[src/rtl/core/crcfp_pkg.sv]
// Package for the CRC16 frame parser.
// Holds sizing constants, CRC constants, status codes and register indexes.
// No dependencies.
package crcfp_pkg;

   // Largest payload kept in the store (1 to 63, so the count fits rsp_payload_count)
   localparam int MAX_PAYLOAD = 32;
   localparam int PAY_AW      = $clog2((MAX_PAYLOAD > 1) ? MAX_PAYLOAD : 2);

   // Frame layout and counter limits
   localparam logic [8:0] INDEX_MAX   = 9'd511;
   localparam logic [8:0] MIN_FRAME   = 9'd7;
   localparam logic [7:0] HDR_OVERHEAD = 8'd5;

   // CRC16-MODBUS, reflected form
   localparam logic [15:0] CRC_INIT = 16'hFFFF;
   localparam logic [15:0] CRC_POLY = 16'hA001;

   // Frame status codes
   typedef logic [2:0] status_type;
   localparam status_type STATUS_OK       = 3'd0;
   localparam status_type STATUS_SHORT    = 3'd1;
   localparam status_type STATUS_HEADER   = 3'd2;
   localparam status_type STATUS_LENGTH   = 3'd3;
   localparam status_type STATUS_TOO_LONG = 3'd4;
   localparam status_type STATUS_CRC      = 3'd5;

   // Register indexes
   typedef logic [1:0] csr_index_type;
   localparam csr_index_type CSR_HEADER_FIRST  = 2'd0;
   localparam csr_index_type CSR_HEADER_SECOND = 2'd1;

endpackage

[src/rtl/core/crcfp_ram.sv]
// Generic single-port-write, single-port-read RAM with registered read.
// Used for the payload store; no dependencies.
module crcfp_ram #(
   parameter int WIDTH = 8,
   parameter int DEPTH = 32
) (
   input  logic                                     clock,
   input  logic                                     wr_en,
   input  logic [$clog2((DEPTH > 1) ? DEPTH : 2)-1:0] wr_addr,
   input  logic [WIDTH-1:0]                         wr_data,
   input  logic [$clog2((DEPTH > 1) ? DEPTH : 2)-1:0] rd_addr,
   output logic [WIDTH-1:0]                         rd_data
);

   logic [WIDTH-1:0] mem_ff [DEPTH];

   // Write port and registered read port
   always_ff @(posedge clock) begin
      if (wr_en) begin
         mem_ff[wr_addr] <= wr_data;
      end
      rd_data <= mem_ff[rd_addr];
   end

endmodule

[src/rtl/core/crc16_frame_parser.sv]
// CRC16 frame parser, top level.
// Depends on crcfp_pkg and crcfp_ram.
//
// Usage:
//   The req channel takes one frame byte per word (req_rx_byte) with
//   req_frame_end high on the final byte. Layout: H0 H1 LEN TYPE DST
//   PAYLOAD CRC_HI CRC_LO; the CRC16-MODBUS covers LEN up to the last
//   payload byte. The rsp channel returns one word for a rejected frame or
//   an empty payload, else one word per payload byte; rsp_run_last marks
//   the final word of a frame. The csr port writes the two expected header
//   bytes and must only be used while the block is idle.
// Sequence:
//   Bytes 0 to 3 of a frame start no CRC work. Every later byte up to the
//   511th is followed by 8 steps of the bit-serial CRC unit, which folds
//   in the byte received two words earlier, and no byte is taken until
//   they end; bytes past the saturated count get no CRC steps. After the
//   final byte the checks run, and each payload word is then a RAM read,
//   then a load of the output register.
// Reset and stalls:
//   Reset clears the frame state and loads header bytes 0xAA and 0x55; the
//   payload RAM is not cleared. A stalled rsp side holds the output
//   register; parsing of the next frame goes on until a new word needs it.
module crc16_frame_parser (
   input  logic                     clock,
   input  logic                     reset,
   input  logic                     req_valid,
   output logic                     req_ready,
   input  logic [7:0]               req_rx_byte,
   input  logic                     req_frame_end,
   output logic                     rsp_valid,
   input  logic                     rsp_ready,
   output crcfp_pkg::status_type    rsp_frame_status,
   output logic [7:0]               rsp_frame_kind,
   output logic [7:0]               rsp_dest_id,
   output logic [5:0]               rsp_payload_count,
   output logic [7:0]               rsp_payload_byte,
   output logic                     rsp_payload_present,
   output logic [15:0]              rsp_received_crc,
   output logic                     rsp_run_last,
   input  logic                     csr_wr_en,
   input  crcfp_pkg::csr_index_type csr_index,
   input  logic [7:0]               csr_wdata
);

   import crcfp_pkg::*;

   typedef enum logic [2:0] {
      S_IDLE,
      S_CRC,
      S_JUDGE,
      S_READ,
      S_LOAD
   } state_type;

   state_type   state_ff, state_in;
   logic [2:0]  bit_cnt_ff, bit_cnt_in;
   logic        end_ff, end_in;
   logic [8:0]  byte_index_ff, byte_index_in;
   logic        header_good_ff, header_good_in;
   logic [7:0]  length_ff, length_in;
   logic [7:0]  kind_ff, kind_in;
   logic [7:0]  dest_ff, dest_in;
   logic [15:0] crc_ff, crc_in;
   logic [15:0] capture_ff, capture_in;
   logic [7:0]  hdr0_ff, hdr0_in;
   logic [7:0]  hdr1_ff, hdr1_in;
   logic [7:0]  k_ff, k_in;

   logic        rsp_valid_ff, rsp_valid_in;
   status_type  out_status_ff, out_status_in;
   logic [7:0]  out_kind_ff, out_kind_in;
   logic [7:0]  out_dest_ff, out_dest_in;
   logic [5:0]  out_count_ff, out_count_in;
   logic [7:0]  out_byte_ff, out_byte_in;
   logic        out_present_ff, out_present_in;
   logic [15:0] out_crc_ff, out_crc_in;
   logic        out_last_ff, out_last_in;

   logic              in_acc;
   logic              feed;
   logic              slot_free;
   logic [7:0]        plen;
   logic [8:0]        store_off;
   logic              store_we;
   logic [PAY_AW-1:0] store_waddr;
   logic [7:0]        store_rdata;
   status_type        status;

   // Handshake
   assign req_ready = (state_ff == S_IDLE);
   assign in_acc    = req_valid && req_ready;
   assign slot_free = !rsp_valid_ff || rsp_ready;

   // Feed the byte two places back once it is known not to be CRC
   assign feed = (byte_index_ff >= 9'd4) && (byte_index_ff < INDEX_MAX);

   // Payload store write
   assign store_off   = byte_index_ff - 9'd5;
   assign store_we    = in_acc && (byte_index_ff >= 9'd5) &&
                        (store_off < 9'(MAX_PAYLOAD));
   assign store_waddr = store_off[PAY_AW-1:0];

   crcfp_ram #(
      .WIDTH (8),
      .DEPTH (MAX_PAYLOAD)
   ) u_store (
      .clock   (clock),
      .wr_en   (store_we),
      .wr_addr (store_waddr),
      .wr_data (req_rx_byte),
      .rd_addr (k_ff[PAY_AW-1:0]),
      .rd_data (store_rdata)
   );

   // Frame checks in priority order
   assign plen = length_ff - HDR_OVERHEAD;
   always_comb begin
      if (byte_index_ff < MIN_FRAME) begin
         status = STATUS_SHORT;
      end else if (!header_good_ff) begin
         status = STATUS_HEADER;
      end else if (({1'b0, length_ff} + 9'd2) != byte_index_ff) begin
         status = STATUS_LENGTH;
      end else if ({1'b0, plen} > 9'(MAX_PAYLOAD)) begin
         status = STATUS_TOO_LONG;
      end else if (crc_ff != capture_ff) begin
         status = STATUS_CRC;
      end else begin
         status = STATUS_OK;
      end
   end

   // Next-state logic
   always_comb begin
      state_in       = state_ff;
      bit_cnt_in     = bit_cnt_ff;
      end_in         = end_ff;
      byte_index_in  = byte_index_ff;
      header_good_in = header_good_ff;
      length_in      = length_ff;
      kind_in        = kind_ff;
      dest_in        = dest_ff;
      crc_in         = crc_ff;
      capture_in     = capture_ff;
      hdr0_in        = hdr0_ff;
      hdr1_in        = hdr1_ff;
      k_in           = k_ff;
      rsp_valid_in   = rsp_valid_ff && !rsp_ready;
      out_status_in  = out_status_ff;
      out_kind_in    = out_kind_ff;
      out_dest_in    = out_dest_ff;
      out_count_in   = out_count_ff;
      out_byte_in    = out_byte_ff;
      out_present_in = out_present_ff;
      out_crc_in     = out_crc_ff;
      out_last_in    = out_last_ff;

      // Configuration writes; other indexes drop
      if (csr_wr_en) begin
         unique case (csr_index)
            CSR_HEADER_FIRST:  hdr0_in = csr_wdata;
            CSR_HEADER_SECOND: hdr1_in = csr_wdata;
            default: ;
         endcase
      end

      unique case (state_ff)
         S_IDLE: begin
            if (in_acc) begin
               if (byte_index_ff == 9'd0 && req_rx_byte != hdr0_ff) begin
                  header_good_in = 1'b0;
               end
               if (byte_index_ff == 9'd1 && req_rx_byte != hdr1_ff) begin
                  header_good_in = 1'b0;
               end
               if (byte_index_ff == 9'd2) length_in = req_rx_byte;
               if (byte_index_ff == 9'd3) kind_in = req_rx_byte;
               if (byte_index_ff == 9'd4) dest_in = req_rx_byte;
               capture_in = {capture_ff[7:0], req_rx_byte};
               if (byte_index_ff < INDEX_MAX) begin
                  byte_index_in = byte_index_ff + 9'd1;
               end
               end_in = req_frame_end;
               if (feed) begin
                  crc_in     = crc_ff ^ {8'h00, capture_ff[15:8]};
                  bit_cnt_in = 3'd0;
                  state_in   = S_CRC;
               end else if (req_frame_end) begin
                  state_in = S_JUDGE;
               end
            end
         end

         // One shift step of the CRC unit per cycle
         S_CRC: begin
            crc_in     = crc_ff[0] ? ((crc_ff >> 1) ^ CRC_POLY) : (crc_ff >> 1);
            bit_cnt_in = bit_cnt_ff + 3'd1;
            if (bit_cnt_ff == 3'd7) begin
               state_in = end_ff ? S_JUDGE : S_IDLE;
            end
         end

         S_JUDGE: begin
            if (slot_free) begin
               if (status != STATUS_OK || plen == 8'd0) begin
                  rsp_valid_in   = 1'b1;
                  out_status_in  = status;
                  out_byte_in    = 8'h00;
                  out_present_in = 1'b0;
                  out_count_in   = 6'd0;
                  out_last_in    = 1'b1;
                  if (status == STATUS_OK) begin
                     out_kind_in = kind_ff;
                     out_dest_in = dest_ff;
                     out_crc_in  = capture_ff;
                  end else begin
                     out_kind_in = 8'h00;
                     out_dest_in = 8'h00;
                     out_crc_in  = 16'h0000;
                  end
                  state_in = S_IDLE;
               end else begin
                  k_in     = 8'd0;
                  state_in = S_READ;
               end
            end
         end

         // Store read issued at k; data is ready next cycle
         S_READ: begin
            state_in = S_LOAD;
         end

         S_LOAD: begin
            if (slot_free) begin
               rsp_valid_in   = 1'b1;
               out_status_in  = STATUS_OK;
               out_kind_in    = kind_ff;
               out_dest_in    = dest_ff;
               out_count_in   = plen[5:0];
               out_byte_in    = store_rdata;
               out_present_in = 1'b1;
               out_crc_in     = capture_ff;
               out_last_in    = ((k_ff + 8'd1) == plen);
               if ((k_ff + 8'd1) == plen) begin
                  state_in = S_IDLE;
               end else begin
                  k_in     = k_ff + 8'd1;
                  state_in = S_READ;
               end
            end
         end

         default: state_in = S_IDLE;
      endcase

      // Return per-frame state to reset values after the last word
      if ((state_ff == S_JUDGE || state_ff == S_LOAD) && state_in == S_IDLE) begin
         byte_index_in  = 9'd0;
         header_good_in = 1'b1;
         length_in      = 8'h00;
         kind_in        = 8'h00;
         dest_in        = 8'h00;
         crc_in         = CRC_INIT;
         capture_in     = 16'h0000;
      end
   end

   // State and registered outputs
   always_ff @(posedge clock) begin
      if (reset) begin
         state_ff       <= S_IDLE;
         bit_cnt_ff     <= 3'd0;
         end_ff         <= 1'b0;
         byte_index_ff  <= 9'd0;
         header_good_ff <= 1'b1;
         length_ff      <= 8'h00;
         kind_ff        <= 8'h00;
         dest_ff        <= 8'h00;
         crc_ff         <= CRC_INIT;
         capture_ff     <= 16'h0000;
         hdr0_ff        <= 8'hAA;
         hdr1_ff        <= 8'h55;
         k_ff           <= 8'd0;
         rsp_valid_ff   <= 1'b0;
      end else begin
         state_ff       <= state_in;
         bit_cnt_ff     <= bit_cnt_in;
         end_ff         <= end_in;
         byte_index_ff  <= byte_index_in;
         header_good_ff <= header_good_in;
         length_ff      <= length_in;
         kind_ff        <= kind_in;
         dest_ff        <= dest_in;
         crc_ff         <= crc_in;
         capture_ff     <= capture_in;
         hdr0_ff        <= hdr0_in;
         hdr1_ff        <= hdr1_in;
         k_ff           <= k_in;
         rsp_valid_ff   <= rsp_valid_in;
      end
      out_status_ff  <= out_status_in;
      out_kind_ff    <= out_kind_in;
      out_dest_ff    <= out_dest_in;
      out_count_ff   <= out_count_in;
      out_byte_ff    <= out_byte_in;
      out_present_ff <= out_present_in;
      out_crc_ff     <= out_crc_in;
      out_last_ff    <= out_last_in;
   end

   assign rsp_valid           = rsp_valid_ff;
   assign rsp_frame_status    = out_status_ff;
   assign rsp_frame_kind      = out_kind_ff;
   assign rsp_dest_id         = out_dest_ff;
   assign rsp_payload_count   = out_count_ff;
   assign rsp_payload_byte    = out_byte_ff;
   assign rsp_payload_present = out_present_ff;
   assign rsp_received_crc    = out_crc_ff;
   assign rsp_run_last        = out_last_ff;

`ifndef NO_ASSERTIONS
   // The final byte always leads to a busy cycle for CRC or checks
   a_end_busy: assert property (@(posedge clock) disable iff (reset)
      (req_valid && req_ready && req_frame_end) |=> !req_ready)
      else $error("block ready right after final byte");

   // A payload word only comes from an accepted frame
   a_present_ok: assert property (@(posedge clock) disable iff (reset)
      (rsp_valid && rsp_payload_present) |-> (rsp_frame_status == STATUS_OK))
      else $error("payload word on rejected frame");

   // A rejected frame gives exactly one word with cleared fields
   a_reject_single: assert property (@(posedge clock) disable iff (reset)
      (rsp_valid && rsp_frame_status != STATUS_OK) |->
      (rsp_run_last && rsp_frame_kind == 8'h00 && rsp_received_crc == 16'h0000))
      else $error("rejected frame word malformed");

   // Store reads stay inside the payload of the frame
   a_read_in_range: assert property (@(posedge clock) disable iff (reset)
      (state_ff == S_LOAD) |-> (k_ff < plen))
      else $error("payload read beyond frame length");
`endif

endmodule
[config.mk]
export PLATFORM = sky130hd
export DESIGN_NAME = crc16_frame_parser
export DESIGN_NICKNAME = d
export VERILOG_FILES = /design/src/rtl/core/crcfp_pkg.sv /design/src/rtl/core/crcfp_ram.sv /design/src/rtl/core/crc16_frame_parser.sv
export SDC_FILE = /design/constraint.sdc
export NUM_CORES = 1
export LEC_CHECK = 0
export BUFFER_PORTS_ARGS = -buffer_cell sky130_fd_sc_hd__buf_2
export CAP_MARGIN = 10
export CORE_MARGIN = 5
export CORE_UTILIZATION = 51
export CTS_BUF_LIST = sky130_fd_sc_hd__clkbuf_8
export DETAILED_ROUTE_END_ITERATION = 8
export PLACE_DENSITY = 0.71
export SLEW_MARGIN = 40
export SYNTH_ARGS = -nofsm -noshare
export SYNTH_HDL_FRONTEND = slang
export SYNTH_SLANG_ARGS = --single-unit
[constraint.sdc]
create_clock -name clock -period 4.5 [get_ports clock]
set_clock_uncertainty 0.1 [all_clocks]
set_input_delay 0.9 -clock clock [delete_from_list [all_inputs] [get_ports clock]]
set_output_delay 0.9 -clock clock [all_outputs]
set_load 0.03 [all_outputs]
# After elaboration in Yosys (flattened, before gate mapping)
# Memories as Yosys holds them, arrays and structs flattened. A register that Yosys moved wholly into a read port is not among the register bits.
# Index checks and enable logic that the tools add are counted.
word_totals:
  register_bits: 149
  mem_bits_rw: 256
  out_inout_bits: 53
  elab_cells: 164
  n_memories: 1
classes:
  add_sub_neg: 6
  n_lt_le_gt_ge: 6
  eq_ne: 22
  n_mux: 70
  bitwise: 2
  n_reduce_logical: 35
mem_list:
  columns: ["memory", "depth", "word_bits", "rd", "rd_ports_with_merged_regs", "write_ports", "line_no", "source"]
  rows:
  - ["u_store.mem_ff", 32, 8, 1, 1, 1, "crcfp_ram.sv:15", "logic [WIDTH-1:0] mem_ff [DEPTH];"]
ops:
  columns: ["operator", "count"]
  rows:
  - ["$mux 8", 15]
  - ["$mux 16", 7]
  - ["$pmux 16 s2", 2]
  - ["$pmux 8 s2", 4]
  - ["$mux 3", 16]
  - ["$eq 9x2->1 const B", 2]
  - ["$ge 9x3->1 const B", 2]
  - ["$mux 6", 3]
  - ["$reduce_and 3->1", 6]
  - ["$ne 16x16->1", 1]
  - ["$ne 8x8->1", 2]
  - ["$xor 16x8->16", 1]
  - ["$pmux 3 s5", 1]
  - ["$mux 1", 13]
  - ["$pmux 3 s2", 2]
  - ["$pmux 6 s2", 1]
  - ["$ne 2x2->1 const B", 5]
  - ["$add 8x2->9 const B", 1]
  - ["$add 9x1->9 const B", 1]
  - ["$eq 9x1->1 const B", 1]
  - ["$eq 9x3->1 const B", 1]
  - ["$logic_not 3->1", 3]
  - ["$logic_not 9->1", 1]
  - ["$lt 9x3->1 const B", 1]
  - ["other kinds (28)", 49]

# Depth between registers and ports, before layout
# Gate-level depths: netlist of the first run.
depth:
  word_depth: 14
  depth_mapped: 12
  ltp_nobuf: 9

# By module
# From an unflattened synthesis of the first run, not the netlist that was laid out.
hier_totals:
  cells_unflattened: 1161
  area_unflattened_um2: 17376.7
by_module_without_submodules:
  columns: ["module", "instances", "cells_per_inst", "area_each_um2"]
  rows:
  - ["crcfp_ram", 1, 417, 10053.4]
  - ["crc16_frame_parser", 1, 744, 7323.3]

# Worst setup path after synthesis of the first run
# OpenSTA, ideal clock, no wires.
synth_path:
  path_kind: "reg2reg"
  startpoint: "register length_ff[1]"
  endpoint: "register out_dest_ff[0], in the netlist rsp_dest_id[0] (enable)"
  setup_time_ps: 460
  t_arrival_ps: 4217
  slack_ps: -277
  stages_incl_launch_ff: 10
  n_path_buf: 1
  cell_sequence: "dfxtp_1 -> ha_1 -> clkbuf_1 -> a21o_1 -> o31a_1 -> or4_4 -> o31ai_1 -> or3_1 -> a21oi_1 -> nor2_1"
synth_via:
  elab_chain_len: 10
  elab_cells_between_ends: 13
synth_lines:
  columns: ["element", "line_no", "source"]
  rows:
  - ["from (decl)", "crc16_frame_parser.sv:60", "logic [7:0] length_ff, length_in;"]
  - ["from (signal assigned)", "crc16_frame_parser.sv:292", "length_ff <= length_in;"]
  - ["$sub 8x3->8", "crc16_frame_parser.sv:116", "assign plen = length_ff - HDR_OVERHEAD;"]
  - ["$gt 8x6->1", "crc16_frame_parser.sv:124", "end else if ({1'b0, plen} > 9'(MAX_PAYLOAD)) begin"]
  - ["$mux 3", "crc16_frame_parser.sv:124", null]
  - ["$mux 3", "crc16_frame_parser.sv:122", "end else if (({1'b0, length_ff} + 9'd2) != byte_index_ff) begin"]
  - ["$mux 3", "crc16_frame_parser.sv:120", "end else if (!header_good_ff) begin"]
  - ["$mux 3", "crc16_frame_parser.sv:118", "if (byte_index_ff < MIN_FRAME) begin"]
  - ["$reduce_bool 3->1", "crc16_frame_parser.sv:205", "if (status != STATUS_OK || plen == 8'd0) begin"]
  - ["$logic_or 1x1->1 (*)", "crc16_frame_parser.sv:205", null]
  - ["$ne 2x2->1 (no source line) (*)", null, null]
  - ["$reduce_and 4->1 (no source line) (*)", null, null]
  - ["to (signal assigned)", "crc16_frame_parser.sv:304", "out_dest_ff <= out_dest_in;"]
  - ["to (decl)", "crc16_frame_parser.sv:72", "logic [7:0] out_dest_ff, out_dest_in;"]
# Mark *: on every way between the ends. The rest lies on a longest branch, timed or not.
# A chain may end at the register's enable or synchronous reset.

# Worst setup path after layout of the first run
layout_path:
  startpoint: "register length_ff[1]"
  endpoint: "register out_kind_ff[3], in the netlist rsp_frame_kind[3] (enable)"
layout_via:
  elab_chain_len: 10
  elab_cells_between_ends: 13
layout_lines:
  columns: ["element", "line_no", "source"]
  rows:
  - ["$sub 8x3->8", "crc16_frame_parser.sv:116", null]
  - ["$gt 8x6->1", "crc16_frame_parser.sv:124", null]
  - ["$mux 3", "crc16_frame_parser.sv:124", null]
  - ["$mux 3", "crc16_frame_parser.sv:122", null]
  - ["$mux 3", "crc16_frame_parser.sv:120", null]
  - ["$mux 3", "crc16_frame_parser.sv:118", null]
  - ["$reduce_bool 3->1", "crc16_frame_parser.sv:205", null]
  - ["$logic_or 1x1->1 (*)", "crc16_frame_parser.sv:205", null]
  - ["$ne 2x2->1 (no source line) (*)", null, null]
  - ["$reduce_and 4->1 (no source line) (*)", null, null]
  - ["to (signal assigned)", "crc16_frame_parser.sv:303", "out_kind_ff <= out_kind_in;"]
  - ["to (decl)", "crc16_frame_parser.sv:71", "logic [7:0] out_kind_ff, out_kind_in;"]
# Marked as above.

==> results of run 1 <==
-- cell usage after synthesis (6+ instances only) --
cell type / instances
a211o_1: 7
a21oi_1: 32
a31oi_1: 7
and3_1: 18
buf_1: 6
buf_2: 6
clkbuf_1: 58
dfxtp_1: 106
edfxtp_1: 307
ha_1: 13
inv_1: 10
mux2_2: 9
mux2i_1: 50
mux4_2: 80
nand2_1: 86
nand2b_1: 16
nand3_1: 11
nand4_1: 15
nor2_1: 102
nor2b_1: 46
nor3_1: 10
nor4_1: 7
o21ai_0: 16
or3_1: 7
xnor2_1: 52
xor2_1: 17
-- per-layer routing --
layer | vias to the layer above | share of wire | GRT usage | wire [um]
li1 | 4598 | - | - | -
met1 | 4968 | 0.41 | 0.266 | 15400
met2 | 332 | 0.50 | 0.338 | 19000
met3 | 50 | 0.067 | 0.0403 | 2520
met4 | 0 | 0.020 | 0.0532 | 744
met5 | - | 0 | 0 | 0
-- cell families after synthesis --
kind of cell | after synthesis
simple gates | 338
flops | 413
fa+ha+maj | 13
buf+inv | 84
compound gates | 99
xor+xnor | 71
mux | 139
-- worst max-delay path by stage --
stage | from | to | cells past startpoint
after floorplan | length_ff[1] | rsp_dest_id[0] | 9
after global placement | length_ff[1] | rsp_frame_kind[1] | 10
after detailed placement | length_ff[1] | rsp_frame_kind[4] | 10
after CTS | length_ff[1] | rsp_dest_id[6] | 10
after global routing | length_ff[1] | rsp_frame_kind[3] | 11
final | length_ff[1] | rsp_frame_kind[3] | 11
-- metrics by stage --
step | worst slack (ns) | total power [mW] | utilization
floorplan | 0.572 | 4.37 | -
global placement | 0.728 | 4.48 | 0.547
detailed placement | 0.627 | 4.49 | 0.547
CTS | 0.606 | 7.58 | 0.586
global route | 0.378 | 7.81 | 0.586
finish | 0.562 | 7.50 | 0.586
-- area by class of cell --
cell class,instances,area share
clock buffer,68,0.0477
sequential,413,0.578
tap,448,0.0286
timing repair buffer,130,0.0425
inverter,10,0.00191
clock inverter,49,0.0175
multi-input combinational,660,0.283
-- tightest hold or removal path: stages, from the launching register on --
cell     delay (ns)
dfxtp_1        0.31
nand2_1        0.06
a21oi_1        0.06
-- power by group through the flow --
stage / Sequential (mW) / Combinational [mW] / Clock [mW]
2_1_floorplan: 4.23 / 0.134 / 0
3_3_place_gp: 4.22 / 0.262 / 0
6_report: 4.14 / 0.270 / 3.09
5_1_grt: 4.14 / 0.292 / 3.38
4_1_cts: 4.14 / 0.270 / 3.18
3_5_place_dp: 4.22 / 0.270 / 0
-- state kept, by name, indices dropped and copies added (netlist names), 6 cells and up --
signal	cells
rsp_payload_byte	8
capture_ff	16
crc_ff	16
k_ff	8
hdr1_ff	8
rsp_frame_kind	8
rsp_dest_id	8
byte_index_ff	9
rsp_payload_count	6
dest_ff	8
kind_ff	8
u_store.rd_data	8
rsp_received_crc	16
length_ff	8
u_store.mem_ff	256
hdr0_ff	8
==> impl_results.md, run 1 <==
- Outcome: completed
- Reg2Reg Launch Point: length_ff[1]
- Internal power: 5.85 mW
- FF-to-FF End: rsp_frame_kind[3]
- Area share of xor/xnor cells in the synthesized design: 0.0378
- Num CTS Buffers: 66
- Hold Path End: end_ff
- Mean Syn Cell Area: 14.9 um^2
- Tmin final: 3.94 ns
- FILL cells: 2554
- Die Ht: 194 um
- Number of remaining DRC errors: 0
- DP Area: 0.0183 mm^2
- Instance count of the mapped netlist: 1157
- Crit. End Element: register
- Register area share after synthesis: 0.659
- Reg2Reg Setup Slack: 0.56 ns
- Worst hold start: end_ff
- Area grow syn2layout: 14.0%
- First-pass GRT wire length: 58800 um
- Fraction of final layout cells with drive strength greater than 1: 0.240
- Slowest stage delay, CP: 0.50 ns
- Synth Warn #: 0
- CTS tree: yes
- Starting Density: 0.514
- Post-route ant nets: 0
- CTS H-tree depth: 3
- Slew headroom: 0.477
- Hold slack: 0.370 ns
- Footprint of the multi-input gates: 0.00556 mm^2
- GRT Util Overall: 0.200
- Critical path data arrival time: 4.17 ns
- Period utilisation layout: 0.875
- Worst path required time: 4.73 ns
- Flop pwr share: 0.552
- Largest family of logic cells by synthesized area: multiplexers
- Post-CTS setup buffer count: 0
- Leakage dissipation: 6.72 nW
- Mux share of post-synthesis cell area: 0.140
- Die Area: 0.0375 mm^2
- Synth Area in Compound Gates: 0.0382
- Net load switching power: 1.65 mW
- Via density: 5.60
- Startpoint types: register
- Max-slew violations: 0
- Adder-Cell Fraction of Synth Area: 0.00946
- CP delay by family, top: simple AND/OR/NAND/NOR gates
- DP Cell Count: 1660
- # IOs: 77
- RD Place Congestion: 0.857
- Die W: 194 um
- Clock transition at path regs: 0.06 ns
- Largest net degree at the start of global routing: 71
- Count of nets after finishing: 1318
- Core Rows: 67
- Post-synthesis simple-gate area fraction: 0.0959
- Diodes inserted: 0
- Main area contributors after synthesis: edfxtp_1 (54%), dfxtp_1 (12%), mux4_2 (10%)
- Ys flop type: edfxtp_1
- Core area: 0.0334 mm^2
- GRT overflow: 0
- Port bufs: 76
- Cts hold-fix bufs: 0
- Synthesized net count: 1194
- Share of Yosys cell area claimed by the top area cell type: 0.536
- Drt pass-1 iters: 7
- Buf/Inv on CP: 3
- HP Class: register to register
- Clk_lat worst skew: 0.59 ns
- Endpoints failing setup: 0
- Net Sw Frac: 0.220
- Power Density: 382 mW/mm^2
- Endpoints failing hold: 0
- Hold Crit Depth: 2
- CTS max path bufs: 3
- Cell area after synthesis: 0.0172 mm^2
- RSZ-0062 raised after global routing: false
- Post-synth EDFFs: 307
- Peak supply drop: 0.000270 V
- R2R depth: 11
- Initial detailed-routing violation count: 786
- CP cell instances: inv_1, ha_1, a21o_1, o31a_1, or4_4, or3b_1, or3_1, a21oi_1, nor2_4, buf_16, buf_4
- MaxCap Viol Count: 0
- Combinational Power Share: 0.036
- Total clock sinks: 413
- CP Class: register to register
- Vias: 9948
- Final Non-Filler Cells: 1778
- Post-cts resize count: 0
- Total routed wirelength: 37700 um
- DPL Wire Length: 24400 um
- Root buffer cell: clkbuf_8
- Vias in the first global route: 10191
- Fin area: 0.0196 mm^2
- WL/cell: 21.2 um
- Antenna violations before repair: 0
- Synth Register Bits: 413
- Worst-path fanout max: 22
- Max stage delay cell, worst path: or4_4
- Commonest non-fill, non-tap cells in the layout: edfxtp_1 (307), dfxtp_1 (104), nor2_1 (100)
- Most common cell after layout, fill and taps aside: edfxtp_1
- Seq. cell area: 0.0113 mm^2
- Worst-Margin Slew: 0.784 ns
- Post-synth top area cell: edfxtp_1
- Clock Power Share: 0.412
- Fmax: 254 MHz
- Yosys cell types: 61
- Setup TNS: 0 ns
- Asr flop ratio synth: 0
(Power assumes the default switching activity.)
==> run 2: changes to the inputs <==
Settings changed: ABC_AREA set to 1.
==> impl_results.md, run 2 <==
- Vias in the first global route: 12897 (was 10191)
- Total clock sinks: 413 (unchanged)
- CTS tree: yes (unchanged)
- Num CTS Buffers: 70 (was 66)
- Clk_lat worst skew: 0.65 ns (was 0.59 ns)
- Worst-Margin Slew: 0.771 ns (was 0.784 ns)
- Core Util, Final: 0.576 (was 0.586)
- Outcome: completed (unchanged)
- Cts hold-fix bufs: 0 (unchanged)
- Register area share after synthesis: 0.643 (was 0.659)
- Max-slew violations: 0 (unchanged)
- Vias: 13212 (was 9948)
- Asr flop ratio synth: 0 (unchanged)
- Count leader, synth: nor2_1 (was edfxtp_1)
- CTS H-tree depth: 3 (unchanged)
- Die W: 196 um (was 194 um)
- Post-cts resize count: 0 (unchanged)
- Crit. End Element: register (unchanged)
- DPL Wire Length: 29700 um (was 24400 um)
- Diodes inserted: 0 (unchanged)
- Largest net degree at the start of global routing: 81 (was 71)
- Initial detailed-routing violation count: 1219 (was 786)
- Instance count of the mapped netlist: 1736 (was 1157)
- RSZ-0062 raised after global routing: false (unchanged)
- Yosys cell types: 43 (was 61)
- Most instantiated cells after synthesis: nor2_1 (350), edfxtp_1 (307), nand2_1 (241) (was edfxtp_1 (307), dfxtp_1 (106), nor2_1 (102))
- Core Rows: 68 (was 67)
- Starting Density: 0.513 (was 0.514)
- Pre-CTS setup slack: 0.807 ns (was 0.627 ns)
- Leakage dissipation: 7.49 nW (was 6.72 nW)
- DP Cell Count: 2210 (was 1660)
- Synth Register Bits: 413 (unchanged)
- GRT Util Overall: 0.239 (was 0.200)
- Port bufs: 76 (unchanged)
- MaxCap Viol Count: 0 (unchanged)
- Total routed wirelength: 46300 um (was 37700 um)
- Post-CTS setup buffer count: 0 (unchanged)
- WL/cell: 19.8 um (was 21.2 um)
- Commonest non-fill, non-tap cells in the layout: nor2_1 (350), edfxtp_1 (307), nand2_1 (240) (was edfxtp_1 (307), dfxtp_1 (104), nor2_1 (100))
- # IOs: 77 (unchanged)
- Synth Warn #: 0 (unchanged)
- Worst path required time: 4.91 ns (was 4.73 ns)
- Antenna violations before repair: 0 (unchanged)
- HP Class: register to register (unchanged)
- Via density: 5.65 (was 5.60)
- Most common cell after layout, fill and taps aside: nor2_1 (was edfxtp_1)
- Die Ht: 196 um (was 194 um)
- Ys flop type: edfxtp_1 (unchanged)
- FILL cells: 2938 (was 2554)
- Die Area: 0.0384 mm^2 (was 0.0375 mm^2)
- First-pass GRT wire length: 71500 um (was 58800 um)
- Root buffer cell: clkbuf_8 (unchanged)
- Final WS setup: 0.958 ns (was 0.562 ns)
- CP Class: register to register (unchanged)
- Critical path data arrival time: 3.95 ns (was 4.17 ns)
- Post-synth EDFFs: 307 (unchanged)
- Synthesized net count: 1773 (was 1194)
- Period utilisation layout: 0.787 (was 0.875)
- Share of Yosys cell area claimed by the top area cell type: 0.523 (was 0.536)
- Post-route ant nets: 0 (unchanged)
- GRT overflow: 0 (unchanged)
- Tmin final: 3.54 ns (was 3.94 ns)
- RD Place Congestion: 0.908 (was 0.857)
- Cell area after synthesis: 0.0176 mm^2 (was 0.0172 mm^2)
- Largest register by flop count: u_store.mem_ff (unchanged)
- Setup TNS: 0 ns (unchanged)
- Max FFs per register: 256 (unchanged)
- Drt pass-1 iters: 8 (was 7)
- Post-synth top area cell: edfxtp_1 (unchanged)
- Slew headroom: 0.482 (was 0.477)
- Endpoints failing setup: 0 (unchanged)
- Count of nets after finishing: 1864 (was 1318)
- Startpoint types: register (unchanged)
- Fraction of final layout cells with drive strength greater than 1: 0.127 (was 0.240)
- Endpoints failing hold: 0 (unchanged)
- Peak supply drop: 0.000289 V (was 0.000270 V)
- Power Density: 426 mW/mm^2 (was 382 mW/mm^2)
- Core area: 0.0344 mm^2 (was 0.0334 mm^2)
- Hold slack: 0.366 ns (was 0.370 ns)
- Area grow syn2layout: 12.4% (was 14.0%)
- Number of remaining DRC errors: 0 (unchanged)
- Clock transition at path regs: 0.07 ns (was 0.06 ns)
- Worst-path fanout max: 54 (was 22)
- Main area contributors after synthesis: edfxtp_1 (52%), dfxtp_1 (12%), nor2_1 (7.5%) (was edfxtp_1 (54%), dfxtp_1 (12%), mux4_2 (10%))
- Fmax: 282 MHz (was 254 MHz)
- Final Non-Filler Cells: 2339 (was 1778)
- CTS max path bufs: 3 (unchanged)
- Mean Syn Cell Area: 10.2 um^2 (was 14.9 um^2)
-- run 2: layer usage --
layer | track usage | up-vias | part of all wire
met5 | 0 | - | 0
met4 | 0.100 | 0 | 0.039
met3 | 0.0436 | 130 | 0.070
met2 | 0.395 | 611 | 0.48
met1 | 0.312 | 6305 | 0.41
li1 | - | 6166 | -
-- run 2: logic make-up after synthesis --
group / Yosys count / share of synthesized area
XOR/XNOR: 25 / 0.0124
buffers and inverters: 239 / 0.0533
AND/OR/NAND/NOR: 703 / 0.165
AO/OA/AOI/OAI: 343 / 0.117
adder cells (fa/ha/maj): 13 / 0.00923
flip-flops: 413 / 0.643
-- run 2: where the power goes --
part           internal, mW  switching [mW]  total, mW
Sequential             4.18          0.0942       4.28
Combinational         0.255           0.658      0.913
Clock                  1.67            1.57       3.24
Total                  6.11            2.32       8.43
-- run 2: metrics by stage --
stage / power (mW) / instance area (um^2)
3_3_place_gp: 5.24 / 18500
4_1_cts: 8.47 / 19800
5_1_grt: 8.76 / 19800
6_report: 8.43 / 19800
2_1_floorplan: 4.93 / 17600
3_5_place_dp: 5.25 / 18500
-- run 2: final cells by class --
cell class	instances	area (um^2)	share of cell area
Inverter	154	579	0.0292
Sequential cell	413	11300	0.573
Timing Repair Buffer	104	603	0.0304
Clock inverter	55	324	0.0164
Multi-Input combinational cell	1084	5380	0.271
Clock buffer	74	1020	0.0514
Tap cell	455	569	0.0287
-- run 2: worst paths after layout --
path	startpoint	to	slack [ns]	depth (start not counted)
worst max-delay path	k_ff[0]	kind_ff[4]	0.96	17
worst min-delay path	end_ff	end_ff	0.37	2
worst max register to register	k_ff[0]	kind_ff[4]	0.96	17
worst min register to register	end_ff	end_ff	0.37	2
-- run 2: worst max-delay path: stages, from the launching register on --
cell and delay, ns:
dfxtp_4 0.68, ha_1 0.31, nand4_1 0.16, nor3_1 0.26, nor2_1 0.11, nand2_1 0.07, nand2_1 0.05, nor2_1 0.09
nand3_1 0.11, nand2_1 0.12, a21oi_2 0.09, nand2_4 0.22, nand2_2 0.07, nand2_2 0.09, nand2_2 0.07, nor2_4 0.42
buf_12 0.29, nor2_1 0.07
==> run 3: changes to the inputs <==
Settings changed: ABC_AREA 1 to 0.
Clock period 4.5 ns to 2.9 ns, I/O delays scaled along.
==> impl_results.md, run 3 (synthesis results as in run 1) <==
- Fraction of final layout cells with drive strength greater than 1: 0.347 (was 0.127)
- FILL cells: 2417 (was 2938)
- Endpoints failing hold: 0 (unchanged)
- CP Class: register to register (unchanged)
- Flop pwr share: 0.542 (was 0.507)
- Vias: 10617 (was 13212)
- Combinational Power Share: 0.046 (was 0.108)
- Endpoints failing setup: 159 (was 0)
- Drt pass-1 iters: 5 (was 8)
- Worst path required time: 3.14 ns (was 4.91 ns)
- Outcome: complete, but fails checks (was completed)
- Tmin final: 3.24 ns (was 3.54 ns)
- RSZ-0062 raised after global routing: true (was false)
- Total routed wirelength: 41000 um (was 46300 um)
- Cts hold-fix bufs: 0 (unchanged)
- Leakage dissipation: 7.41 nW (was 7.49 nW)
- Power Density: 561 mW/mm^2 (was 426 mW/mm^2)
- Port bufs: 76 (unchanged)
- Slew headroom: 0.558 (was 0.482)
- WL/cell: 21.8 um (was 19.8 um)
- Net Sw Frac: 0.225 (was 0.276)
- Max FFs per register: 256 (unchanged)
- Diodes inserted: 0 (unchanged)
- Final Non-Filler Cells: 1884 (was 2339)
- Clock transition at path regs: 0.06 ns (was 0.07 ns)
- Fin area: 0.0211 mm^2 (was 0.0198 mm^2)
- Number of remaining DRC errors: 0 (unchanged)
- Root buffer cell: clkbuf_8 (unchanged)
- # IOs: 77 (unchanged)
- DPL Wire Length: 25700 um (was 29700 um)
- Die Area: 0.0375 mm^2 (was 0.0384 mm^2)
- CTS H-tree depth: 3 (unchanged)
- Critical path data arrival time: 3.49 ns (was 3.95 ns)
- Failing checks: negative setup slack
- HP Class: input port to register (was register to register)
- Internal power: 9.18 mW (was 6.11 mW)
- First-pass GRT wire length: 61800 um (was 71500 um)
- Max stage delay cell, worst path: or4_4 (was dfxtp_4)
- Core area: 0.0334 mm^2 (was 0.0344 mm^2)
- Final WS setup: -0.344 ns (was 0.958 ns)
- Clk_lat worst skew: 0.59 ns (was 0.65 ns)
- Die W: 194 um (was 196 um)
- Count of nets after finishing: 1420 (was 1864)
- Slowest stage delay, CP: 0.54 ns (was 0.68 ns)
- Total clock sinks: 413 (unchanged)
- Initial detailed-routing violation count: 854 (was 1219)
- Worst-path fanout max: 19 (was 54)
- Fmax: 308 MHz (was 282 MHz)
- MaxCap Viol Count: 0 (unchanged)
- Peak supply drop: 0.000337 V (was 0.000289 V)
- Largest register by flop count: u_store.mem_ff (unchanged)
- Starting Density: 0.514 (was 0.513)
- Clock Power Share: 0.413 (was 0.384)
- RD Place Congestion: 0.839 (was 0.908)
- Most common cell after layout, fill and taps aside: edfxtp_1 (was nor2_1)
- GRT Util Overall: 0.212 (was 0.239)
- Buf/Inv on CP: 2 (was 1)
- Core Rows: 67 (was 68)
- CTS tree: yes (unchanged)
- Crit. End Element: register (unchanged)
- DP Area: 0.0190 mm^2 (was 0.0185 mm^2)
- Area grow syn2layout: 22.7% (was 12.4%)
- CP cell instances: inv_4, ha_4, a21o_1, o31a_1, or4_4, or3b_4, or3_4, a21oi_4, nor2_4, buf_16 (was ha_1, nand4_1, nor3_1, nor2_1, nand2_1, nand2_1, nor2_1, nand3_1, nand2_1, a21oi_2, nand2_4, nand2_2, nand2_2, nand2_2, nor2_4, buf_12, nor2_1)
- Max-slew violations: 0 (unchanged)
- Commonest non-fill, non-tap cells in the layout: edfxtp_1 (307), buf_4 (128), dfxtp_1 (100) (was nor2_1 (350), edfxtp_1 (307), nand2_1 (240))
- Die Ht: 194 um (was 196 um)
- Largest net degree at the start of global routing: 60 (was 81)
- Num CTS Buffers: 68 (was 70)
- Startpoint types: register (unchanged)
- DP Cell Count: 1741 (was 2210)
- Vias in the first global route: 10652 (was 12897)
- Worst-Margin Slew: 0.663 ns (was 0.771 ns)
- Post-route ant nets: 0 (unchanged)
- Period utilisation layout: 1.12 (was 0.787)
- CP delay by family, top: simple AND/OR/NAND/NOR gates (unchanged)
- GRT overflow: 0 (unchanged)
- CTS max path bufs: 3 (unchanged)
- Antenna violations before repair: 1 (was 0)
- Net load switching power: 2.66 mW (was 2.32 mW)
- Via density: 5.64 (was 5.65)
-- run 3: routing by layer --
metal  share of wire  GRT usage  wire, um  up-vias
li1                -          -         -     4810
met1            0.41      0.288     16800     5384
met2            0.51      0.362     20900      365
met3           0.062     0.0367      2550       58
met4           0.018     0.0514       732        0
met5               0          0         0        -
-- run 3: final cells by class --
class,instances,area [um^2],area share
Multi-Input combinational cell,660,5970,0.283
Tap cell,448,561,0.0266
Sequential cell,413,11400,0.538
Clock buffer,68,936,0.0443
Timing Repair Buffer,230,1870,0.0888
Clock inverter,55,378,0.0179
Inverter,10,40.0,0.00190
-- run 3: worst min-delay path, delay by kind of cell --
| family | cells | cell delay [ns] |
|---|---|---|
| buffers and inverters | 1 | 0.10 |
| and+or+nand+nor | 1 | 0.06 |
| muxes | 1 | 0.06 |
-- run 3: power groups by stage --
stage / combinational, mW / clock [mW] / sequential [mW]
2_1_floorplan: 0.209 / 0 / 6.57
3_3_place_gp: 0.443 / 0 / 6.54
3_5_place_dp: 0.456 / 0 / 6.54
4_1_cts: 0.525 / 4.99 / 6.41
5_1_grt: 0.578 / 5.30 / 6.41
6_report: 0.542 / 4.89 / 6.41
-- run 3: what timing repair did --
item,CTS,global route
gates cloned,6,5
setup endpoints to repair,159,232
resized for setup,44,50
pin swaps,18,11
buffers inserted,7,4
-- run 3: worst paths after layout --
| check | start | endpoint | slack (ns) | cells after the start |
|---|---|---|---|---|
| max | length_ff[1] | rsp_frame_status[2] | -0.34 | 10 |
| min reg2reg | end_ff | end_ff | 0.37 | 2 |
| min | csr_wdata[4] | hdr1_ff[4] | 0.14 | 3 |
| max reg2reg | length_ff[1] | rsp_frame_status[2] | -0.34 | 10 |
-- run 3: through the flow --
stage          setup slack [ns]  hold WS [ns]  setup TNS, ns   util  power [mW]
2_1_floorplan            -0.360         0.336         -25.65      -        6.78
3_3_place_gp             -0.345         0.346         -36.03  0.569        6.98
3_5_place_dp             -0.443         0.358         -47.10  0.569        6.99
4_1_cts                  -0.229         0.109         -24.21  0.621        11.9
5_1_grt                  -0.373         0.145         -42.05  0.631        12.3
6_report                 -0.344         0.138         -32.70  0.631        11.8
